[src/rtl/string_to_integer_parser_core_macros.svh]
// Assertion helpers for the parser core.
`ifndef STRING_TO_INTEGER_PARSER_CORE_MACROS_SVH
`define STRING_TO_INTEGER_PARSER_CORE_MACROS_SVH

// same-cycle implication
`define S2I_ASSERT_NOW(lbl, clk, rst_n, ante, cons) \
  lbl: assert property (@(posedge clk) disable iff (!rst_n) (ante) |-> (cons)) \
    else $error("s2i assertion failed");

// next-cycle implication
`define S2I_ASSERT_NEXT(lbl, clk, rst_n, ante, cons) \
  lbl: assert property (@(posedge clk) disable iff (!rst_n) (ante) |=> (cons)) \
    else $error("s2i assertion failed");

`endif

[src/rtl/s2i_pkg.sv]
`default_nettype none

package s2i_pkg;

  localparam int MAX_STR_LEN = 4096;
  localparam int VAL_W       = 32;
  localparam int POS_W       = 13;
  localparam int BASE_W      = 6;
  localparam int CHAR_W      = 8;
  localparam int PH_W        = 3;
  localparam int PROD_W      = VAL_W + BASE_W;

  localparam logic [PH_W-1:0] PH_SPACE  = 3'd0;
  localparam logic [PH_W-1:0] PH_SIGNED = 3'd1;
  localparam logic [PH_W-1:0] PH_ZERO   = 3'd2;
  localparam logic [PH_W-1:0] PH_DIGITS = 3'd3;
  localparam logic [PH_W-1:0] PH_DONE   = 3'd4;

  localparam logic [BASE_W-1:0] BASE_RESET = 6'd10;
  localparam logic [BASE_W-1:0] BASE_AUTO  = 6'd0;
  localparam logic [BASE_W-1:0] BASE_DEC   = 6'd10;
  localparam logic [BASE_W-1:0] BASE_HEX   = 6'd16;
  localparam logic [BASE_W-1:0] BASE_BIN   = 6'd2;

  localparam logic [POS_W-1:0] POS_MAX = POS_W'(MAX_STR_LEN);

  localparam logic [CHAR_W-1:0] CH_NUM0   = 8'h30;
  localparam logic [CHAR_W-1:0] CH_NUM9   = 8'h39;
  localparam logic [CHAR_W-1:0] CH_UA     = 8'h41;
  localparam logic [CHAR_W-1:0] CH_UZ     = 8'h5a;
  localparam logic [CHAR_W-1:0] CH_LA     = 8'h61;
  localparam logic [CHAR_W-1:0] CH_LZ     = 8'h7a;
  localparam logic [CHAR_W-1:0] CH_UA_M10 = 8'h37;
  localparam logic [CHAR_W-1:0] CH_LA_M10 = 8'h57;
  localparam logic [CHAR_W-1:0] CH_LX     = 8'h78;
  localparam logic [CHAR_W-1:0] CH_UX     = 8'h58;
  localparam logic [CHAR_W-1:0] CH_LB     = 8'h62;
  localparam logic [CHAR_W-1:0] CH_UB     = 8'h42;
  localparam logic [CHAR_W-1:0] CH_MINUS  = 8'h2d;
  localparam logic [CHAR_W-1:0] CH_PLUS   = 8'h2b;
  localparam logic [CHAR_W-1:0] CH_SPACE  = 8'h20;
  localparam logic [CHAR_W-1:0] CH_TAB    = 8'h09;
  localparam logic [CHAR_W-1:0] CH_CR     = 8'h0d;

  typedef struct packed {
    logic [PH_W-1:0]   phase;
    logic [VAL_W-1:0]  acc;
    logic [BASE_W-1:0] base;
    logic              neg;
    logic [POS_W-1:0]  pos;
    logic              sent;
  } st_t;

  typedef struct packed {
    logic signed [VAL_W-1:0] value;
    logic [POS_W-1:0]        offset;
  } res_t;

  typedef struct packed {
    logic              vld;
    logic [BASE_W-1:0] val;
  } dig_t;

  function automatic logic is_space(input logic [CHAR_W-1:0] c);
    return (c == CH_SPACE) || (c >= CH_TAB && c <= CH_CR);
  endfunction

  function automatic dig_t digit_of(input logic [CHAR_W-1:0] c);
    dig_t d;
    d.vld = 1'b1;
    d.val = '0;
    if (c >= CH_NUM0 && c <= CH_NUM9) begin
      d.val = BASE_W'(c - CH_NUM0);
    end else if (c >= CH_UA && c <= CH_UZ) begin
      d.val = BASE_W'(c - CH_UA_M10);
    end else if (c >= CH_LA && c <= CH_LZ) begin
      d.val = BASE_W'(c - CH_LA_M10);
    end else begin
      d.vld = 1'b0;
    end
    return d;
  endfunction

  function automatic logic [POS_W-1:0] pos_inc(input logic [POS_W-1:0] p);
    return (p < POS_MAX) ? p + POS_W'(1) : p;
  endfunction

endpackage

`default_nettype wire

[src/rtl/s2i_char_if.sv]
`default_nettype none

interface s2i_char_if;
  logic                          valid;
  logic                          ready;
  logic [s2i_pkg::CHAR_W-1:0]    char_code;
  logic                          last_char;

  modport source (output valid, output char_code, output last_char, input ready);
  modport sink   (input valid, input char_code, input last_char, output ready);
endinterface

`default_nettype wire

[src/rtl/s2i_res_if.sv]
`default_nettype none

interface s2i_res_if;
  logic                              valid;
  logic                              ready;
  logic signed [s2i_pkg::VAL_W-1:0]  parsed_value;
  logic [s2i_pkg::POS_W-1:0]         end_offset;

  modport source (output valid, output parsed_value, output end_offset, input ready);
  modport sink   (input valid, input parsed_value, input end_offset, output ready);
endinterface

`default_nettype wire

[src/rtl/s2i_step.sv]
`default_nettype none

module s2i_step (
  input  s2i_pkg::st_t                  st,
  input  logic [s2i_pkg::BASE_W-1:0]    cfg_base,
  input  logic [s2i_pkg::CHAR_W-1:0]    char_code,
  input  logic                          last_char,
  output s2i_pkg::st_t                  st_nxt,
  output logic                          emit,
  output s2i_pkg::res_t                 res
);

  s2i_pkg::st_t                  s;
  s2i_pkg::dig_t                 dig;
  logic                          taken;
  logic                          stop;
  logic [s2i_pkg::PROD_W-1:0]    prod;
  logic [s2i_pkg::VAL_W-1:0]     mag;

  assign dig = s2i_pkg::digit_of(char_code);

  always_comb begin
    s     = st;
    taken = 1'b0;
    stop  = 1'b0;
    prod  = '0;

    if (s.phase == s2i_pkg::PH_SPACE) begin
      s.base = cfg_base;
      if (s2i_pkg::is_space(char_code)) begin
        s.pos = s2i_pkg::pos_inc(s.pos);
        taken = 1'b1;
      end else if (char_code == s2i_pkg::CH_MINUS || char_code == s2i_pkg::CH_PLUS) begin
        s.neg   = (char_code == s2i_pkg::CH_MINUS);
        s.pos   = s2i_pkg::pos_inc(s.pos);
        s.phase = s2i_pkg::PH_SIGNED;
        taken   = 1'b1;
      end else begin
        s.phase = s2i_pkg::PH_SIGNED;
      end
    end

    if (!taken && s.phase == s2i_pkg::PH_SIGNED) begin
      if ((s.base == s2i_pkg::BASE_AUTO || s.base == s2i_pkg::BASE_HEX ||
           s.base == s2i_pkg::BASE_BIN) && char_code == s2i_pkg::CH_NUM0) begin
        s.pos   = s2i_pkg::pos_inc(s.pos);
        s.phase = s2i_pkg::PH_ZERO;
        taken   = 1'b1;
      end else begin
        if (s.base == s2i_pkg::BASE_AUTO) begin
          s.base = s2i_pkg::BASE_DEC;
        end
        s.phase = s2i_pkg::PH_DIGITS;
      end
    end else if (!taken && s.phase == s2i_pkg::PH_ZERO) begin
      if ((char_code == s2i_pkg::CH_LX || char_code == s2i_pkg::CH_UX) &&
          (s.base == s2i_pkg::BASE_AUTO || s.base == s2i_pkg::BASE_HEX)) begin
        s.base  = s2i_pkg::BASE_HEX;
        s.pos   = s2i_pkg::pos_inc(s.pos);
        s.phase = s2i_pkg::PH_DIGITS;
        taken   = 1'b1;
      end else if ((char_code == s2i_pkg::CH_LB || char_code == s2i_pkg::CH_UB) &&
                   (s.base == s2i_pkg::BASE_AUTO || s.base == s2i_pkg::BASE_BIN)) begin
        s.base  = s2i_pkg::BASE_BIN;
        s.pos   = s2i_pkg::pos_inc(s.pos);
        s.phase = s2i_pkg::PH_DIGITS;
        taken   = 1'b1;
      end else begin
        if (s.base == s2i_pkg::BASE_AUTO) begin
          s.base = s2i_pkg::BASE_DEC;
        end
        s.phase = s2i_pkg::PH_DIGITS;
      end
    end

    if (!taken && s.phase == s2i_pkg::PH_DIGITS) begin
      if (!dig.vld || dig.val >= s.base) begin
        stop    = 1'b1;
        s.phase = s2i_pkg::PH_DONE;
        s.sent  = 1'b1;
      end else begin
        prod  = s.acc * s.base;
        s.acc = s2i_pkg::VAL_W'(prod) + s2i_pkg::VAL_W'(dig.val);
        s.pos = s2i_pkg::pos_inc(s.pos);
      end
    end

    mag        = s.neg ? (~s.acc + s2i_pkg::VAL_W'(1)) : s.acc;
    res.value  = $signed(mag);
    res.offset = s.pos;
    emit       = stop || (last_char && !s.sent);

    st_nxt = s;
    if (last_char) begin
      st_nxt.phase = s2i_pkg::PH_SPACE;
      st_nxt.acc   = '0;
      st_nxt.base  = cfg_base;
      st_nxt.neg   = 1'b0;
      st_nxt.pos   = '0;
      st_nxt.sent  = 1'b0;
    end
  end

endmodule

`default_nettype wire

[src/rtl/s2i_out_buf.sv]
`default_nettype none

module s2i_out_buf (
  input  logic              clk,
  input  logic              rst_n,
  input  logic              load,
  input  s2i_pkg::res_t     res,
  output logic              free,
  s2i_res_if.source         out_ch
);

  logic          vld_r;
  logic          vld_nxt;
  s2i_pkg::res_t res_r;

  assign free    = !vld_r || out_ch.ready;
  assign vld_nxt = load || (vld_r && !out_ch.ready);

  always_ff @(posedge clk) begin
    if (!rst_n) begin
      vld_r <= 1'b0;
    end else begin
      vld_r <= vld_nxt;
    end
  end

  always_ff @(posedge clk) begin
    if (load) begin
      res_r <= res;
    end
  end

  assign out_ch.valid        = vld_r;
  assign out_ch.parsed_value = res_r.value;
  assign out_ch.end_offset   = res_r.offset;

endmodule

`default_nettype wire

[src/rtl/string_to_integer_parser_core.sv]
// Beats are parsed from the input register into the state and result registers.
// Throughput: one character beat per cycle, held off only while a result beat stalls.
// Per-character work is one 32x6 multiply-add between the input and result registers.
// Reset (rst_n low, synchronous): parser back to white-space skip, base register to 10,
// input and result registers empty.
`default_nettype none

module string_to_integer_parser_core (
  input  logic                          clk,
  input  logic                          rst_n,
  input  logic                          cfg_wr_en,
  input  logic [s2i_pkg::BASE_W-1:0]    cfg_wr_data,
  s2i_char_if.sink                      in_ch,
  s2i_res_if.source                     out_ch
);

  `include "string_to_integer_parser_core_macros.svh"

  logic                          in_vld_r;
  logic [s2i_pkg::CHAR_W-1:0]    in_char_r;
  logic                          in_last_r;
  logic [s2i_pkg::BASE_W-1:0]    base_r;
  s2i_pkg::st_t                  st_r;
  s2i_pkg::st_t                  st_nxt;
  s2i_pkg::res_t                 res;
  logic                          emit;
  logic                          out_free;
  logic                          consume;
  logic                          load;

  s2i_step u_step (
    .st        (st_r),
    .cfg_base  (base_r),
    .char_code (in_char_r),
    .last_char (in_last_r),
    .st_nxt    (st_nxt),
    .emit      (emit),
    .res       (res)
  );

  s2i_out_buf u_out (
    .clk    (clk),
    .rst_n  (rst_n),
    .load   (load),
    .res    (res),
    .free   (out_free),
    .out_ch (out_ch)
  );

  assign consume     = in_vld_r && (!emit || out_free);
  assign load        = consume && emit;
  assign in_ch.ready = !in_vld_r || consume;

  always_ff @(posedge clk) begin
    if (!rst_n) begin
      in_vld_r <= 1'b0;
    end else if (in_ch.ready) begin
      in_vld_r <= in_ch.valid;
    end
  end

  always_ff @(posedge clk) begin
    if (in_ch.ready && in_ch.valid) begin
      in_char_r <= in_ch.char_code;
      in_last_r <= in_ch.last_char;
    end
  end

  always_ff @(posedge clk) begin
    if (!rst_n) begin
      base_r <= s2i_pkg::BASE_RESET;
    end else if (cfg_wr_en) begin
      base_r <= cfg_wr_data;
    end
  end

  always_ff @(posedge clk) begin
    if (!rst_n) begin
      st_r.phase <= s2i_pkg::PH_SPACE;
      st_r.acc   <= '0;
      st_r.base  <= s2i_pkg::BASE_RESET;
      st_r.neg   <= 1'b0;
      st_r.pos   <= '0;
      st_r.sent  <= 1'b0;
    end else if (consume) begin
      st_r <= st_nxt;
    end
  end

  `S2I_ASSERT_NOW(a_sent_done, clk, rst_n, st_r.sent, st_r.phase == s2i_pkg::PH_DONE)
  `S2I_ASSERT_NOW(a_pos_sat, clk, rst_n, 1'b1, st_r.pos <= s2i_pkg::POS_MAX)
  `S2I_ASSERT_NEXT(a_last_clears, clk, rst_n, consume && in_last_r, st_r.phase == s2i_pkg::PH_SPACE && st_r.pos == '0 && !st_r.sent)
  `S2I_ASSERT_NOW(a_load_free, clk, rst_n, load, !out_ch.valid || out_ch.ready)

endmodule

`default_nettype wire

[src/flat_wrapper.sv]
// flat-port wrapper written by rule: the top's interface ports become plain ports
module string_to_integer_parser_core_flat 
  (clk, rst_n, cfg_wr_en, cfg_wr_data, in_ch_valid, in_ch_char_code, in_ch_last_char, in_ch_ready, out_ch_valid, out_ch_parsed_value, out_ch_end_offset, out_ch_ready);
  s2i_char_if in_ch_i ();
  s2i_res_if out_ch_i ();
  input  logic clk;
  input  logic rst_n;
  input  logic cfg_wr_en;
  input  logic [s2i_pkg::BASE_W-1:0] cfg_wr_data;
  input wire logic [$bits(in_ch_i.valid)-1:0] in_ch_valid;
  input wire logic [$bits(in_ch_i.char_code)-1:0] in_ch_char_code;
  input wire logic [$bits(in_ch_i.last_char)-1:0] in_ch_last_char;
  output wire logic [$bits(in_ch_i.ready)-1:0] in_ch_ready;
  output wire logic [$bits(out_ch_i.valid)-1:0] out_ch_valid;
  output wire logic [$bits(out_ch_i.parsed_value)-1:0] out_ch_parsed_value;
  output wire logic [$bits(out_ch_i.end_offset)-1:0] out_ch_end_offset;
  input wire logic [$bits(out_ch_i.ready)-1:0] out_ch_ready;
  assign in_ch_i.valid = in_ch_valid;
  assign in_ch_i.char_code = in_ch_char_code;
  assign in_ch_i.last_char = in_ch_last_char;
  assign in_ch_ready = in_ch_i.ready;
  assign out_ch_valid = out_ch_i.valid;
  assign out_ch_parsed_value = out_ch_i.parsed_value;
  assign out_ch_end_offset = out_ch_i.end_offset;
  assign out_ch_i.ready = out_ch_ready;
  string_to_integer_parser_core u_core (.clk(clk), .rst_n(rst_n), .cfg_wr_en(cfg_wr_en), .cfg_wr_data(cfg_wr_data), .in_ch(in_ch_i), .out_ch(out_ch_i));
endmodule
[config.mk]
export PLATFORM = sky130hd
export DESIGN_NAME = string_to_integer_parser_core_flat
export DESIGN_NICKNAME = d
export VERILOG_FILES = /design/src/rtl/s2i_pkg.sv /design/src/rtl/s2i_char_if.sv /design/src/rtl/s2i_res_if.sv /design/src/rtl/s2i_step.sv /design/src/rtl/s2i_out_buf.sv /design/src/rtl/string_to_integer_parser_core.sv /design/src/flat_wrapper.sv
export VERILOG_INCLUDE_DIRS = /design/src /design/src/rtl
export SDC_FILE = /design/constraint.sdc
export NUM_CORES = 1
export LEC_CHECK = 0
export BUFFER_PORTS_ARGS = -buffer_cell sky130_fd_sc_hd__clkbuf_2
export CAP_MARGIN = 25
export CORE_AREA = 2 2 158 160
export DETAILED_ROUTE_END_ITERATION = 8
export DIE_AREA = 0 0 160 162
export PLACE_DENSITY_LB_ADDON = 0.25
export SLEW_MARGIN = 20
export SYNTH_ARGS = -nofsm -noshare
export SYNTH_HDL_FRONTEND = slang
export SYNTH_SLANG_ARGS = --single-unit
[constraint.sdc]
create_clock -name clk -period 7.9 [get_ports clk]
set_input_delay 0.79 -clock clk [delete_from_list [all_inputs] [get_ports clk]]
set_output_delay 0.79 -clock clk [all_outputs]
set_load 0.01 [all_outputs]
# After elaboration in Yosys (flattened, before gate mapping)
# Cells that the tools add are included.
op_classes:
  add_sub_neg: 8
  n_mul: 1
  n_lt_le_gt_ge: 12
  eq_ne: 13
  muxes: 47
  n_bitwise: 1
  reduce_logical: 38
ops:
  columns: ["op", "count"]
  rows:
  - ["13-bit two-way mux", 10]
  - ["32-bit two-way mux", 2]
  - ["56-bit two-way mux", 1]
  - ["6-bit two-way mux", 9]
  - ["13-bit by 1-bit adder with 13-bit output (second input constant)", 3]
  - ["13-bit less-than comparator (second input constant)", 3]
  - ["35-bit two-way mux", 1]
  - ["32-bit by 1-bit adder with 32-bit output (second input constant)", 1]
  - ["32-bit by 6-bit adder with 32-bit output", 1]
  - ["8-bit by 6-bit == test with 1-bit output (second input constant)", 4]
  - ["8-bit by 7-bit == test with 1-bit output (second input constant)", 4]
  - ["32-bit by 6-bit multiplier with 32-bit output", 1]
  - ["32-bit NOT", 1]
  - ["14-bit two-way mux", 2]
  - ["20-bit two-way mux", 1]
  - ["8-bit by 7-bit >= comparator with 1-bit output (second input constant)", 2]
  - ["8-bit by 7-bit <= comparator with 1-bit output (second input constant)", 2]
  - ["1-bit two-way mux", 16]
  - ["1-bit logical AND", 15]
  - ["3-bit two-way mux", 5]
  - ["1-bit logical OR", 13]
  - ["6-bit subtractor (second input constant)", 2]
  - ["8-bit by 4-bit >= comparator with 1-bit output (second input constant)", 1]
  - ["8-bit by 6-bit >= comparator with 1-bit output (second input constant)", 1]
  - ["11 further kinds", 19]
totals:
  reg_bits: 118
  input_bits: 20
  word_cells: 133

# Logic depth before layout (Yosys ltp)
depth:
  depth_word: 24
  mapped_depth: 29

# By module
# A second synthesis with hierarchy kept.
unflattened:
  hier_cells: 1620
  hier_area_um2: 14171.1
modules_own_cells:
  columns: ["mod", "instances", "cells_per_inst", "area_each_um2", "seq_area_each_um2"]
  rows:
  - ["s2i_step", 1, 1292, 10000.8, 0.0]
  - ["string_to_integer_parser_core", 1, 279, 2770.2, 1531.5]
  - ["s2i_out_buf", 1, 49, 1400.1, 1371.3]

# Worst setup path before layout
# No wires, ideal clock.
synth_path:
  kind: "register to register"
  from: "register u_core.in_char_r[4] in the netlist's numbering"
  to: "register u_core.u_out.res_r, in the netlist u_core.u_out.out_ch.parsed_value[31] (data pin)"
  setup_time_ns: 0.261
  arrival_ns: 7.265
  slack_ns: 0.374
  stages_incl_launch_ff: 29
  path_buffers: 2
  path_cell_list: "edfxtp_1 > inv_1 > ha_1 > or3b_1 > or2_0 > o32a_1 > nand4_1 > o311a_1 > clkbuf_1 > nor2b_1 > fa_1 > inv_1 > fa_1 > inv_1 > fa_1 > inv_1 > fa_1 > inv_1 > ha_1 > o2111ai_1 > a2111oi_2 > or3_1 > a311oi_1 > or2_2 > o41ai_1 > and4b_1 > buf_2 > a41oi_1 > xnor2_1"
synth_rtl:
  columns: ["element", "line_no", "text"]
  rows:
  - ["start: declaration", "string_to_integer_parser_core.sv:20", "logic [s2i_pkg::CHAR_W-1:0] in_char_r;"]
  - ["start signal: assignment", "string_to_integer_parser_core.sv:64", "in_char_r <= in_ch.char_code;"]
  - ["end signal: assignment", "s2i_out_buf.sv:29", "res_r <= res;"]
  - ["end: declaration", "s2i_out_buf.sv:14", "s2i_pkg::res_t res_r;"]

==> results.rst <==
.. list-table::
   :header-rows: 1

   * - Metric
     - Value
   * - Sinks on the clock net
     - 118
   * - Int Power
     - 1167 uW
   * - Critical Path Start
     - u_core.in_char_r[7]
   * - Synth Area in XOR/XNOR
     - 0.05706
   * - Arrival time reported for the critical path endpoint
     - 7.75 ns
   * - Synthesized-area fraction occupied by and/or/nand/nor cells
     - 0.2420
   * - Number of nets with antenna violations after routing
     - 0
   * - Startpoint kind of the worst setup timing path
     - register
   * - Minimum setup slack in the final design
     - 0.3201 ns
   * - Power Dens Cells
     - 110.6 nW/um2
   * - Reg-to-reg startpoint
     - u_core.in_char_r[7]
   * - Pin slew with the least headroom to its limit
     - 0.8898 ns
   * - Dominant synthesized flop cell
     - sky130_fd_sc_hd__dfxtp_1
   * - Syn Area/Cell
     - 8.940 um2
   * - TritonCTS clock tree
     - built
   * - CP max FO
     - 21
   * - Flip-flop and latch count after synthesis
     - 118
   * - Final-report max-slew violation count
     - 0
   * - Crit Path Category
     - register to register
   * - Unrepaired setup endpoints after global routing
     - yes
   * - Complex-gate fraction of the synthesized area
     - 0.1688
   * - Initial core utilization
     - 0.5767
   * - Post-synth net total
     - 1771
   * - Remaining design rule violation count
     - 0
   * - Path category of the worst min-delay check
     - register to register
   * - Combinational family with the most area after synthesis
     - simple AND/OR/NAND/NOR gates
   * - WL final
     - 38400 um
   * - Layout cell share with drive strength beyond 1
     - 0.1322
   * - Total number of vias
     - 12.09k
   * - Multiplexer fraction of the synthesized cell area
     - 0.03528
   * - Final hold vios
     - 0
   * - Count of unique library cells instantiated by Yosys
     - 103
   * - Worst setup slack before clock tree synthesis
     - 0.04715 ns
   * - Placed Instances
     - 1894
   * - Endpoint required time on the critical path
     - 8.07 ns
   * - Final setup violation count
     - 0
   * - Area of the mapped netlist
     - 13900 um2
   * - Chip Width
     - 160 um
   * - Most common library cell in the layout ignoring fill and taps
     - sky130_fd_sc_hd__and2_1
   * - Type of destination of the critical path
     - register
   * - Clock period minus worst slack
     - 7.580 ns
   * - Pleak
     - 0.006703 uW
   * - Hold-fix buffers at CTS
     - 0
   * - Power share of the clock group
     - 0.412
   * - Source of the worst hold timing path
     - u_core.st_r[0]
   * - Sequential power share
     - 0.403
   * - Combinational share of power
     - 0.185
   * - Total global-route track usage
     - 0.3053
   * - Switching power of the nets
     - 516.3 uW
   * - Violation count after the first detailed-routing iteration
     - 1053
   * - Leading cell types in the layout, fill and taps excluded
     - sky130_fd_sc_hd__and2_1 (143), sky130_fd_sc_hd__fa_1 (112), sky130_fd_sc_hd__nand2_1 (106)
   * - Synthesized instance count
     - 1555
   * - Core region area
     - 24110 um2
   * - Internal reg-to-reg setup slack
     - 0.32 ns
   * - Clk_lat worst skew
     - 0.43 ns
   * - Number of clock buffers inserted by TritonCTS
     - 17
   * - Number of enable-type register cells in the synthesized netlist
     - 54
   * - Vias in the first global route
     - 11.85k
   * - Count of port buffers added during placement
     - 66
   * - Total Neg Setup Slack
     - 0 ns
   * - Sequential cell area fraction in the yosys report
     - 0.2088
   * - Net Sw Frac
     - 0.3068
   * - CTS H-tree lvls
     - 4
   * - Fin crit share
     - 0.9595
   * - Proportion of synthesized flip-flops having asynchronous set or reset
     - 0
   * - Final HPWL from detailed placement
     - 28650 um
   * - Via-per-instance ratio
     - 6.269
   * - Total congestion overflow
     - 0
   * - Status
     - complete, no violations
   * - Arithmetic-cell share of the synthesized area counting full adders, half adders and majority gates
     - 0.2369
   * - Synth Warn #
     - 0
   * - Maximum clock frequency
     - 0.1319 GHz
   * - Largest clock skew in the final design
     - 0.01411 ns
   * - MaxCap Viol Count
     - 0
   * - Largest net degree at the start of global routing
     - 65
   * - Die span in y
     - 162 um
   * - First-pass iteration count of the detailed router
     - 5
   * - Total number of nets in the final design
     - 1807
   * - IR drop worst, VDD
     - 0.1307 mV
   * - Finished Layout Cells
     - 1928
   * - Die Area
     - 25920 um2
   * - I/O pin cnt
     - 67
   * - Diode count
     - 0
   * - Number of placement rows
     - 57
   * - Global-route wire length before repair
     - 63070 um
   * - Remaining max-slew budget at the tightest pin
     - 0.4054
   * - Clock-pin slew on the worst setup and hold paths
     - 0.06 ns
   * - GPL Wtd Cong
     - 0.9636
   * - Cell at the root of the clock tree
     - sky130_fd_sc_hd__clkbuf_16
   * - Initial antenna violation count
     - 0
   * - Synth-to-layout area growth
     - 9.495%
   * - Routed wirelength normalized by instance count
     - 19.92 um
   * - Deepest clock path buffer count
     - 2
==> state kept, by name, summed over array words and instances (netlist names) <==
signal / count
u_core.u_out.out_ch.valid: 1
u_core.u_out.out_ch.parsed_value: 32
u_core.in_last_r: 1
u_core.in_char_r: 8
u_core.in_vld_r: 1
u_core.st_r: 56
u_core.base_r: 6
u_core.u_out.out_ch.end_offset: 13
==> cell families (layout without fill, tap and decap cells) <==
logic type	count (synthesis)	in the layout
simple gates	601	601
compound gates	328	328
fa+ha+maj	196	196
buf+inv	175	224
flops	118	118
xor+xnor	89	89
mux	48	48
==> final timing paths <==
check / cells past startpoint / endpoint
setup / recovery: 26 / u_core.u_out.out_ch.parsed_value[29]
hold / removal: 2 / u_core.st_r[0]
hold reg to reg: 2 / u_core.st_r[0]
setup reg to reg: 26 / u_core.u_out.out_ch.parsed_value[29]
==> Yosys cell counts (31+ instances only) <==
master                     instances  area share
sky130_fd_sc_hd__clkbuf_1         68       0.018
sky130_fd_sc_hd__nor2_1           73       0.020
sky130_fd_sc_hd__mux2i_1          40       0.029
sky130_fd_sc_hd__nand3_1          31       0.011
sky130_fd_sc_hd__inv_1            78       0.021
sky130_fd_sc_hd__o21ai_0          46       0.017
sky130_fd_sc_hd__and2_1          143       0.064
sky130_fd_sc_hd__xnor2_1          64       0.040
sky130_fd_sc_hd__nor2b_1          65       0.029
sky130_fd_sc_hd__nor3_1           32       0.012
sky130_fd_sc_hd__dfxtp_1          64       0.092
sky130_fd_sc_hd__nand2_1         106       0.029
sky130_fd_sc_hd__fa_1            112        0.16
sky130_fd_sc_hd__edfxtp_1         54        0.12
sky130_fd_sc_hd__a21oi_1          75       0.027
sky130_fd_sc_hd__ha_1             84       0.076
==> power by group through the flow <==
stage	sequential (uW)	combinational, uW	clock [uW]
final	678	311	693
after global routing	681	333	723
after global placement	690	295	0
after CTS	678	301	696
after floorplan	692	192	0
after detailed placement	691	300	0
==> through the flow <==
| step | cell area [um2] | utilization | hold WS [ns] | total power, uW |
|---|---|---|---|---|
| 6_report | 15220 | 0.6315 | 0.4584 | 1683 |
| 5_1_grt | 15220 | 0.6315 | 0.4834 | 1737 |
| 4_1_cts | 15110 | 0.6269 | 0.4597 | 1675 |
| 3_5_place_dp | 14600 | 0.6057 | 0.4434 | 991.1 |
| 3_3_place_gp | 14600 | 0.6057 | 0.4447 | 985.4 |
| 2_1_floorplan | 13900 | - | 0.4259 | 884.0 |
==> cell type report <==
type	instances	area, um2
Clock buffer	21	450.4
Clock inverter	11	60.06
Timing Repair Buffer	113	686.9
Tap cell	324	405.4
Sequential cell	118	2903
Multi-Input combinational cell	1262	10420
Fill cell	2045	8884
Inverter	79	296.5
==> per-layer routing <==
metal,wire [um],vias to the layer above,track usage,part of all wire
met5,0,-,0,0
met4,1248,0,0.1204,0.032
met3,3223,92,0.06078,0.084
met2,17660,587,0.4786,0.46
met1,16270,5841,0.4189,0.42
li1,-,5566,-,-
==> critical path, stage by stage, from the launching register on <==
cell                       delay [ns]
sky130_fd_sc_hd__edfxtp_1        0.43
sky130_fd_sc_hd__or4b_1          0.57
sky130_fd_sc_hd__or4_4           0.53
sky130_fd_sc_hd__nor2_1          0.12
sky130_fd_sc_hd__nor2_1          0.05
sky130_fd_sc_hd__o311a_1         0.35
sky130_fd_sc_hd__buf_4           0.24
sky130_fd_sc_hd__nor2b_1         0.18
sky130_fd_sc_hd__fa_1            0.44
sky130_fd_sc_hd__ha_1            0.30
sky130_fd_sc_hd__inv_1           0.06
sky130_fd_sc_hd__fa_1            0.50
sky130_fd_sc_hd__fa_1            0.54
sky130_fd_sc_hd__inv_1           0.04
sky130_fd_sc_hd__ha_1            0.31
sky130_fd_sc_hd__buf_4           0.16
sky130_fd_sc_hd__o21a_1          0.14
sky130_fd_sc_hd__a211o_1         0.36
sky130_fd_sc_hd__buf_4           0.18
sky130_fd_sc_hd__nand4_1         0.19
sky130_fd_sc_hd__nand2_1         0.14
sky130_fd_sc_hd__a21oi_1         0.18
sky130_fd_sc_hd__xnor2_1         0.19
sky130_fd_sc_hd__o41ai_2         0.37
sky130_fd_sc_hd__and4b_2         0.40
sky130_fd_sc_hd__a41oi_1         0.17
sky130_fd_sc_hd__xnor2_1         0.17
==> timing repair <==
| action | CTS | global route |
|---|---|---|
| gates resized for setup | 0 | 17 |
| endpoints found under the setup margin | 0 | 17 |
| setup buffers | 0 | 1 |
(Power assumes the default switching activity.)
